$ cat src/hw/rtl/cbc_pkg.sv
// Shared types, codes and helpers for the cartridge bank controller.
`timescale 1ns / 1ps

package cbc_pkg;

	localparam int ROM_BANK_BITS  = 9;
	localparam int RAM_BANK_BYTES = 8192;
	localparam int RAM_OFS_BITS   = $clog2(RAM_BANK_BYTES);
	localparam int RAM_ADDR_BITS  = 17;
	localparam int MBC2_CELL_BITS = 9;

	localparam int ADDR_BITS    = 16;
	localparam int BYTE_BITS    = 8;
	localparam int S_DATA_BITS  = 24;
	localparam int M_DATA_BITS  = 48;
	localparam int CFG_IDX_BITS = 2;
	localparam int CFG_DAT_BITS = 4;

	// Configuration register indexes
	localparam logic [CFG_IDX_BITS-1:0] CFG_KIND     = 2'd0;
	localparam logic [CFG_IDX_BITS-1:0] CFG_ROM_SIZE = 2'd1;
	localparam logic [CFG_IDX_BITS-1:0] CFG_RAM_SIZE = 2'd2;

	localparam logic [3:0] RAM_ENABLE_KEY = 4'hA;

	typedef enum logic [2:0] {
		KIND_NONE = 3'd0,
		KIND_MBC1 = 3'd1,
		KIND_MBC2 = 3'd2,
		KIND_MBC3 = 3'd3,
		KIND_MBC5 = 3'd4
	} cbc_kind_t;

	typedef struct packed {
		logic                     ram_on;
		logic [7:0]               bank_low;
		logic                     bank_ninth;
		logic [3:0]               upper;
		logic                     mode;
		logic [ROM_BANK_BITS-1:0] rom_low;
		logic [ROM_BANK_BITS-1:0] rom_high;
		logic [1:0]               ram_sel;
	} cbc_state_t;

	localparam cbc_state_t STATE_RESET = '{
		ram_on:     1'b0,
		bank_low:   8'd1,
		bank_ninth: 1'b0,
		upper:      4'd0,
		mode:       1'b0,
		rom_low:    '0,
		rom_high:   ROM_BANK_BITS'(1),
		ram_sel:    2'd0
	};

	typedef struct packed {
		logic                     strobe;
		logic [RAM_ADDR_BITS-1:0] waddr;
		logic [BYTE_BITS-1:0]     wdata;
	} cbc_wr_t;

	// Bank mask 2^(code+1)-1, saturating at the full bank width
	function automatic logic [ROM_BANK_BITS-1:0] bank_mask(input logic [3:0] code);
		logic [4:0] sh;
		sh = {1'b0, code} + 5'd1;
		if (sh >= 5'(ROM_BANK_BITS))
			return '1;
		return ~({ROM_BANK_BITS{1'b1}} << sh);
	endfunction

endpackage

$ cat src/hw/rtl/cartridge_bank_controller.sv
// Top level of the cartridge bank controller: input stage, decode, result stage.
`timescale 1ns / 1ps

// Channel   | Direction | Payload (low bits first)
// s_*       | in        | bus_address[15:0], write_byte[23:16]
// m_*       | out       | low_window_bank, high_window_bank, ram_window_bank, ram_enabled,
//           |           | ram_write_strobe, ram_write_address, ram_write_data, zero pad
// cfg_*     | in        | write-only: 0 controller_kind, 1 rom_size_code, 2 ram_size_code
//
// One write is taken per cycle while m_* is not stalled; its result passes the input
// register, then the result register, before it shows on m_* and can transfer out.
// Reset clears the bank state to its power-on mapping and all config to zero.
// A stall on m_* holds the result and, once the input register is full,
// drops s_tready; the bank state advances only when a write leaves the input stage.
module cartridge_bank_controller
	import cbc_pkg::*;
(
	input  logic                    clk,
	input  logic                    arst_n,
	input  logic                    s_tvalid,
	output logic                    s_tready,
	input  logic [S_DATA_BITS-1:0]  s_tdata,   // bus_address[15:0], write_byte[23:16]
	output logic                    m_tvalid,
	input  logic                    m_tready,
	output logic [M_DATA_BITS-1:0]  m_tdata,   // low_window_bank[8:0], high_window_bank[17:9],
	                                           // ram_window_bank[19:18], ram_enabled[20],
	                                           // ram_write_strobe[21], ram_write_address[38:22],
	                                           // ram_write_data[46:39], zero[47]
	input  logic                    cfg_we,
	input  logic [CFG_IDX_BITS-1:0] cfg_index,
	input  logic [CFG_DAT_BITS-1:0] cfg_data
);

	// configuration registers
	logic [2:0] kind_q;
	logic [3:0] rom_code_q;
	logic [2:0] ram_code_q;

	// bank state
	cbc_state_t state_q;
	cbc_state_t state_nxt;
	cbc_wr_t    wr_nxt;

	// input stage
	logic                 valid_s1;
	logic [ADDR_BITS-1:0] addr_s1;
	logic [BYTE_BITS-1:0] byte_s1;

	// result stage
	logic                   valid_s2;
	logic [M_DATA_BITS-1:0] data_s2;

	logic advance;

	// The result register takes a new write when empty or being drained.
	assign advance  = valid_s1 && (!valid_s2 || m_tready);
	assign s_tready = !valid_s1 || advance;
	assign m_tvalid = valid_s2;
	assign m_tdata  = data_s2;

	always_ff @(posedge clk or negedge arst_n) begin
		if (!arst_n) begin
			kind_q     <= '0;
			rom_code_q <= '0;
			ram_code_q <= '0;
		end else if (cfg_we) begin
			case (cfg_index)
				CFG_KIND:     kind_q     <= cfg_data[2:0];
				CFG_ROM_SIZE: rom_code_q <= cfg_data;
				CFG_RAM_SIZE: ram_code_q <= cfg_data[2:0];
				default:      kind_q     <= kind_q;
			endcase
		end
	end

	// Hold the write in the input register until the result stage can take it.
	always_ff @(posedge clk or negedge arst_n) begin
		if (!arst_n) begin
			valid_s1 <= 1'b0;
		end else if (s_tready) begin
			valid_s1 <= s_tvalid;
		end
	end

	always_ff @(posedge clk) begin
		if (s_tready && s_tvalid) begin
			addr_s1 <= s_tdata[ADDR_BITS-1:0];
			byte_s1 <= s_tdata[ADDR_BITS +: BYTE_BITS];
		end
	end

	cbc_decode u_decode (
		.cfg_kind (kind_q),
		.rom_code (rom_code_q),
		.ram_code (ram_code_q),
		.cur      (state_q),
		.addr     (addr_s1),
		.wbyte    (byte_s1),
		.nxt      (state_nxt),
		.wr       (wr_nxt)
	);

	// Commit the bank state only when the write moves into the result register.
	always_ff @(posedge clk or negedge arst_n) begin
		if (!arst_n) begin
			state_q <= STATE_RESET;
		end else if (advance) begin
			state_q <= state_nxt;
		end
	end

	always_ff @(posedge clk or negedge arst_n) begin
		if (!arst_n) begin
			valid_s2 <= 1'b0;
		end else if (advance) begin
			valid_s2 <= 1'b1;
		end else if (m_tready) begin
			valid_s2 <= 1'b0;
		end
	end

	always_ff @(posedge clk) begin
		if (advance) begin
			data_s2 <= {1'b0, wr_nxt.wdata, wr_nxt.waddr, wr_nxt.strobe, state_nxt.ram_on,
				state_nxt.ram_sel, state_nxt.rom_high, state_nxt.rom_low};
		end
	end

endmodule

$ cat src/hw/rtl/cbc_decode.sv
// Write decode and bank recompute for one CPU write.
`timescale 1ns / 1ps

module cbc_decode
	import cbc_pkg::*;
(
	input  logic [2:0]           cfg_kind,
	input  logic [3:0]           rom_code,
	input  logic [2:0]           ram_code,
	input  cbc_state_t           cur,
	input  logic [ADDR_BITS-1:0] addr,
	input  logic [BYTE_BITS-1:0] wbyte,
	output cbc_state_t           nxt,
	output cbc_wr_t              wr
);

	cbc_kind_t                kind;
	logic [ROM_BANK_BITS-1:0] mask;
	logic                     in_ram;
	logic                     in_video;
	logic                     ram_bank_ok;

	assign kind        = (cfg_kind > 3'(KIND_MBC5)) ? KIND_MBC5 : cbc_kind_t'(cfg_kind);
	assign mask        = bank_mask(rom_code);
	assign in_ram      = (addr[15:13] == 3'b101);
	assign in_video    = (addr[15:13] == 3'b100);
	assign ram_bank_ok = (ram_code > 3'd2);

	always_comb begin
		logic [6:0] b;
		b   = '0;
		nxt = cur;
		wr  = '0;
		if (in_ram) begin
			if (cur.ram_on) begin
				wr.strobe = 1'b1;
				if (kind == KIND_MBC2) begin
					wr.waddr = RAM_ADDR_BITS'(addr[MBC2_CELL_BITS-1:0]);
					wr.wdata = {4'd0, wbyte[3:0]};
				end else begin
					wr.waddr = RAM_ADDR_BITS'({cur.ram_sel, addr[RAM_OFS_BITS-1:0]});
					wr.wdata = wbyte;
				end
			end
		end else if (in_video) begin
			nxt = cur;
		end else if (kind == KIND_MBC2) begin
			if (addr[15:14] == 2'b00) begin
				if (!addr[8]) begin
					nxt.ram_on = (wbyte[3:0] == RAM_ENABLE_KEY);
				end else begin
					b = {3'd0, wbyte[3:0]};
					if (b == 7'd0)
						b = 7'd1;
					nxt.rom_high = ROM_BANK_BITS'(b) & mask;
				end
			end
		end else if (kind != KIND_NONE) begin
			// register writes
			if (addr[15:13] == 3'b000) begin
				nxt.ram_on = (wbyte[3:0] == RAM_ENABLE_KEY);
			end else if (addr[15:14] == 2'b00) begin
				case (kind)
					KIND_MBC1: nxt.bank_low = {3'd0, wbyte[4:0]};
					KIND_MBC3: nxt.bank_low = {1'b0, wbyte[6:0]};
					default: begin
						if (!addr[12])
							nxt.bank_low = wbyte;
						else
							nxt.bank_ninth = wbyte[0];
					end
				endcase
			end else if (addr[15:13] == 3'b010) begin
				nxt.upper = (kind == KIND_MBC1) ? {2'd0, wbyte[1:0]} : wbyte[3:0];
			end else if (addr[15:13] == 3'b011) begin
				if (kind == KIND_MBC1)
					nxt.mode = wbyte[0];
			end
			// recompute windows from the updated registers
			case (kind)
				KIND_MBC1: begin
					b = {2'd0, nxt.bank_low[4:0]};
					if (b == 7'd0)
						b = 7'd1;
					nxt.rom_high = ROM_BANK_BITS'({nxt.upper[1:0], b[4:0]}) & mask;
					nxt.rom_low  = nxt.mode ?
						(ROM_BANK_BITS'({nxt.upper[1:0], 5'd0}) & mask) : '0;
					nxt.ram_sel  = (ram_bank_ok && nxt.mode) ? nxt.upper[1:0] : 2'd0;
				end
				KIND_MBC3: begin
					b = nxt.bank_low[6:0];
					if (b == 7'd0)
						b = 7'd1;
					nxt.rom_low  = '0;
					nxt.rom_high = ROM_BANK_BITS'(b) & mask;
					nxt.ram_sel  = ram_bank_ok ? nxt.upper[1:0] : 2'd0;
				end
				default: begin
					nxt.rom_low  = '0;
					nxt.rom_high = ROM_BANK_BITS'({nxt.bank_ninth, nxt.bank_low}) & mask;
					nxt.ram_sel  = ram_bank_ok ? nxt.upper[1:0] : 2'd0;
				end
			endcase
		end
	end

endmodule

$ cat config.mk
export PLATFORM = sky130hd
export DESIGN_NAME = cartridge_bank_controller
export DESIGN_NICKNAME = d
export VERILOG_FILES = /design/src/hw/rtl/cbc_pkg.sv /design/src/hw/rtl/cartridge_bank_controller.sv /design/src/hw/rtl/cbc_decode.sv
export SDC_FILE = /design/constraint.sdc
export NUM_CORES = 1
export LEC_CHECK = 0
export ABC_AREA = 1
export BUFFER_PORTS_ARGS = -buffer_cell sky130_fd_sc_hd__buf_2
export CAP_MARGIN = 10
export CORE_MARGIN = 3
export CORE_UTILIZATION = 30
export DETAILED_ROUTE_END_ITERATION = 8
export GPL_TIMING_DRIVEN = 0
export HOLD_SLACK_MARGIN = 0.12
export SKIP_CTS_REPAIR_TIMING = 1
export SLEW_MARGIN = 0
export SYNTH_ARGS = -nofsm -noshare
export SYNTH_HDL_FRONTEND = slang
export SYNTH_HIERARCHICAL = 1
export SYNTH_SLANG_ARGS = --single-unit
$ cat constraint.sdc
create_clock -name clk -period 2.4 [get_ports clk]
set_clock_uncertainty 0.2 [all_clocks]
set_input_delay 0 -clock clk [delete_from_list [all_inputs] [get_ports clk]]
set_output_delay 0 -clock clk [all_outputs]
set_load 0.01 [all_outputs]
==> out/results.ini, run 1 <==
[global_routing]
grt_pass1_wl_um=21100
globalRoute.totalOverflow=0
grt_start_max_net_pins=46
antenna_found_initial=0
track_usage_pct=13.9
grt_pass1_vias=3895

[route]
drt.antenna.violating_nets=0
first_pass_iters=6
drc=0
drt-vias-per-instance=4.43
routedWlPerCell_um=14.1
num_vias=4270
postRouteWirelength_um=13600
detailedRoute.firstIterationViolations=386

[timing]
timing.final.crit_period_ns=2.27
worstMarginPinSlew_ns=1.04
setup_violations=0
final_min_period_over_clock_period_pct=94.7
grt_setup_unrepaired=no
hold-worst-slack_ns=0.111
slew_violations=0
timing.max_slew.rel_slack_pct=30.8
final.setup.tns_ns=0
fmax_mhz=440
hold_viol=0

[run_status]
run_status=completed

[placement]
placed_cells=864
routabilityCongestion=0.869
dpl.hpwl_um=9120
portBuffers=83

[critical_path]
critical_path_arrival_ns=2.21
setup_crit_end_kind=flip-flop
largest_incremental_delay_on_the_critical_path_ns=0.41
worstPathCellList=nor2_1, nand2_1, o21ai_0, nor2_1, o21ai_0, o22ai_2
cp_num_buf_inv=0
critical-path-slowest-cell=edfxtp_1
critical_path.top_delay_family=compound AO/OA/AOI/OAI gates
worst-endpoint-required_ns=2.34
worst-path-max-fanout=4
path_class=reg -> reg
critical_path.startpoint_type=flip-flop

[die]
dieWidth_um=139
initial_core_util_pct=30.7
die-height_um=139
coreArea_mm2=0.0174
design.portCount=85
dieArea_mm2=0.0194
placement_rows=48

[hold_path]
min_path_type=in -> async

[clock_tree]
tritoncts=built
clkSlewWorstSetupHoldPaths_ns=0.05
cts_made_buffers=17
clock_insertion_delay_worst_skew_ns=0.42
ctsHtreeMaxLevel=4
cts_max_path_buffers=2
cts_num_sinks=116
clockRootBuffer=clkbuf_16

[cells_and_area]
flow.area_growth_from_synthesis_pct=38.4
filler_cell_count=1632
multiInputGateArea_mm2=0.00174
insertedDiodeCount=0
share_of_final_layout_standard_cells_stronger_than_drive_strength_1_pct=23.7
layout.area.seq_mm2=0.00326
layout_commonest_cell=nand2_1
finish.cell_count_without_fillers=964
most-common-layout-cells=165 x nand2_1, 94 x buf_2, 71 x edfxtp_1
layout_net_count=766

[synth]
synth_area_per_cell_um2=9.62
ys_warns=6
gate_count_of_the_mapped_netlist=554
post_synth_instance_area_mm2=0.00533

[pwr]
power.total_mw=6.95
largest_voltage_drop_on_the_vdd_net_mv=0.554
p_per_area_mw_per_mm2=942
p_leak_nw=3.43

[run]
maxCapViolCount=0

-- through the flow --
stage	worst slack [ns]	util, %	cell area [µm²]
after floorplan	0.0682	-	5340
after global placement	-0.564	34.8	6030
after detailed placement	0.0359	34.9	6050
after CTS	0.0290	38.4	6670
after global routing	0.00330	42.5	7380
final	0.126	42.5	7380
-- final timing paths --
check                       startpoint          end  slack [ns]  cells after the start
max in group asynchronous       arst_n    kind_q[2]        1.16                      2
min                             arst_n  state_q[11]        0.11                      2
max                        addr_s1[15]  m_tdata[15]        0.13                      6
min in group clk            s_tdata[9]   addr_s1[9]        0.11                      2
min reg2reg                state_q[26]  state_q[26]        0.27                      2
max reg2reg                addr_s1[15]  m_tdata[15]        0.13                      6
-- final cells by class --
cell class                 count  share of cell area (%)
clock inverter                 6                   0.831
timing repair buffer         152                    15.1
clock buffer                  26                    7.49
buffer                        22                    2.12
sequential                   116                    44.2
inverter                      58                    2.95
multi-input combinational    359                    23.5
tap                          225                    3.81
-- routing by layer --
layer	vias up	GRT usage, %	share of wire (%)	wire length (µm)
met5	-	0	0	0
met4	0	6.02	1.7	234
met3	17	3.57	4.5	607
met2	100	21.6	49	6610
met1	1982	18.4	45	6120
li1	2171	-	-	-
-- sequential cells by signal (all words and copies together) (netlist names) --
| name | count |
|---|---|
| addr_s1 | 16 |
| kind_q | 3 |
| m_tvalid | 1 |
| ram_code_q | 3 |
| m_tdata | 47 |
| byte_s1 | 8 |
| valid_s1 | 1 |
| rom_code_q | 4 |
| state_q | 33 |
-- worst reg2reg max path: stages, from the launching register on --
cell	delay [ns]
edfxtp_1	0.41
nor2_1	0.24
nand2_1	0.17
o21ai_0	0.41
nor2_1	0.10
o21ai_0	0.33
o22ai_2	0.14
-- power by group --
part	total [mW]	leakage [nW]	switching, mW	internal, mW
registers	2.76	1.29	0.221	2.54
logic	1.63	1.85	1.01	0.627
clock network	2.56	0.302	0.868	1.69
total	6.95	3.43	2.10	4.86
Note: power is estimated with default switching activity, not from simulation.
==> run 2, diff against run 1 <==
Settings changed: BUFFER_PORTS_ARGS -buffer_cell sky130_fd_sc_hd__buf_2 to unset, CTS_BUF_LIST set to sky130_fd_sc_hd__clkbuf_8, DONT_BUFFER_PORTS set to 1.
==> out/results.ini, run 2 (synthesis results as in run 1) <==
[timing]
fmax_mhz=446
hold_viol=0
hold-worst-slack_ns=0.131
grt_setup_unrepaired=no
final.setup.tns_ns=0
timing.max_slew.rel_slack_pct=37.8
final_min_period_over_clock_period_pct=93.4
timing.final.crit_period_ns=2.24
slew_violations=0
setup_violations=0
worstMarginPinSlew_ns=0.932

[global_routing]
track_usage_pct=13.9
grt_pass1_vias=3727
antenna_found_initial=0
grt_start_max_net_pins=46
globalRoute.totalOverflow=0
grt_pass1_wl_um=20800

[critical_path]
setup_crit_end_kind=flip-flop
worst-endpoint-required_ns=2.58
path_class=reg -> reg
critical_path_arrival_ns=2.42
worst-path-max-fanout=10
worst_setup_path_startpoint=addr_s1[15]
critical_path.reg2reg.startpoint=addr_s1[15]
critical_path.startpoint_type=flip-flop

[hold_path]
worstHoldStart=cfg_index[0]
min_path_type=in -> reg

[route]
first_pass_iters=6
drt.antenna.violating_nets=0
detailedRoute.firstIterationViolations=391
num_vias=4223
routedWlPerCell_um=16.0
postRouteWirelength_um=14200
drt-vias-per-instance=4.74
drc=0

[clock_tree]
tritoncts=built
clkSlewWorstSetupHoldPaths_ns=0.07
clock_insertion_delay_worst_skew_ns=0.44
cts_max_path_buffers=2
cts_made_buffers=17
clockRootBuffer=clkbuf_8
ctsHtreeMaxLevel=4
cts_num_sinks=116

[cells_and_area]
filler_cell_count=1692
finalInstanceArea_mm2=0.00681
flow.area_growth_from_synthesis_pct=27.7
most-common-layout-cells=165 x nand2_1, 71 x edfxtp_1, 71 x dlygate4sd3_1
largest_register_ff_count=47
layout_commonest_cell=nand2_1
layout_net_count=693
insertedDiodeCount=0
share_of_final_layout_standard_cells_stronger_than_drive_strength_1_pct=14.3

[die]
coreArea_mm2=0.0174
die-height_um=139
initial_core_util_pct=30.7
placement_rows=48
dieWidth_um=139
dieArea_mm2=0.0194
design.portCount=85

[run_status]
run_status=completed

[pwr]
power.total_mw=5.94
p_leak_nw=3.03
p_per_area_mw_per_mm2=873
largest_voltage_drop_on_the_vdd_net_mv=0.364

[placement]
dpl.hpwl_um=9570
routabilityCongestion=0.959
place_area_mm2=0.00564
portBuffers=0

[run]
maxCapViolCount=0

==> run 2: changes by cell type in the layout (fill, tap and decap cells not counted), moves of 5 or more <==
cell,previous run,this run
dlygate4sd3_1,66,71
clkbuf_8,3,17
buf_2,94,11
clkbuf_16,20,0
==> run 2: power breakdown <==
part           leakage [nW]  switching (mW)  internal (mW)
combinational          1.56           0.930          0.540
clock                 0.178           0.814          0.802
sequential             1.29           0.313           2.55
total                  3.03            2.06           3.89
==> run 2: per-stage QoR <==
step | worst slack [ns] | std cells | utilization (%)
global route | 0.00523 | 891 | 39.2
floorplan | 0.0682 | 555 | -
global placement | -0.536 | 780 | 32.4
CTS | -0.0206 | 813 | 34.5
finish | 0.158 | 891 | 39.2
detailed placement | -0.0136 | 781 | 32.5
==> run 2: layout make-up <==
| cell class | instances | area, µm² | area share, % |
|---|---|---|---|
| Buffer | 22 | 156 | 2.30 |
| Clock buffer | 17 | 234 | 3.44 |
| Clock inverter | 15 | 120 | 1.76 |
| Sequential cell | 116 | 3260 | 47.9 |
| Timing Repair Buffer | 79 | 823 | 12.1 |
| Multi-Input combinational cell | 359 | 1710 | 25.2 |
| Tap cell | 225 | 282 | 4.13 |
| Inverter | 58 | 218 | 3.20 |
==> run 2: path summary, 6_finish.rpt <==
path / end / slack (ns) / depth (start not counted)
worst min-delay path: kind_q[2] / 0.13 / 4
worst min register to register: state_q[19] / 0.27 / 2
worst max-delay path: state_q[2] / 0.16 / 16
worst max register to register: state_q[2] / 0.16 / 16
min in group asynchronous: state_q[26] / 0.56 / 3
max in group asynchronous: kind_q[1] / 1.19 / 4
==> run 2: worst max-delay path: stages, from the launching register on <==
cell and delay (ns):
edfxtp_1 0.43, inv_2 0.12, nand2_4 0.07, nor2_4 0.15, nand2_2 0.08, buf_6 0.14, o21ai_1 0.25, nand2_1 0.10
nor2_1 0.11, nand2_1 0.06, nand2_1 0.06, nand2_1 0.06, nand2_1 0.06, nand2_1 0.05, nand2_1 0.09, nand3_1 0.08
nand2_1 0.08
==> run 2: metal layers <==
metal	routed length (µm)	vias up	GRT usage, %
li1	-	2033	-
met1	6330	2010	18.3
met2	6860	153	21.6
met3	748	27	4.30
met4	293	0	4.89
met5	0	-	0
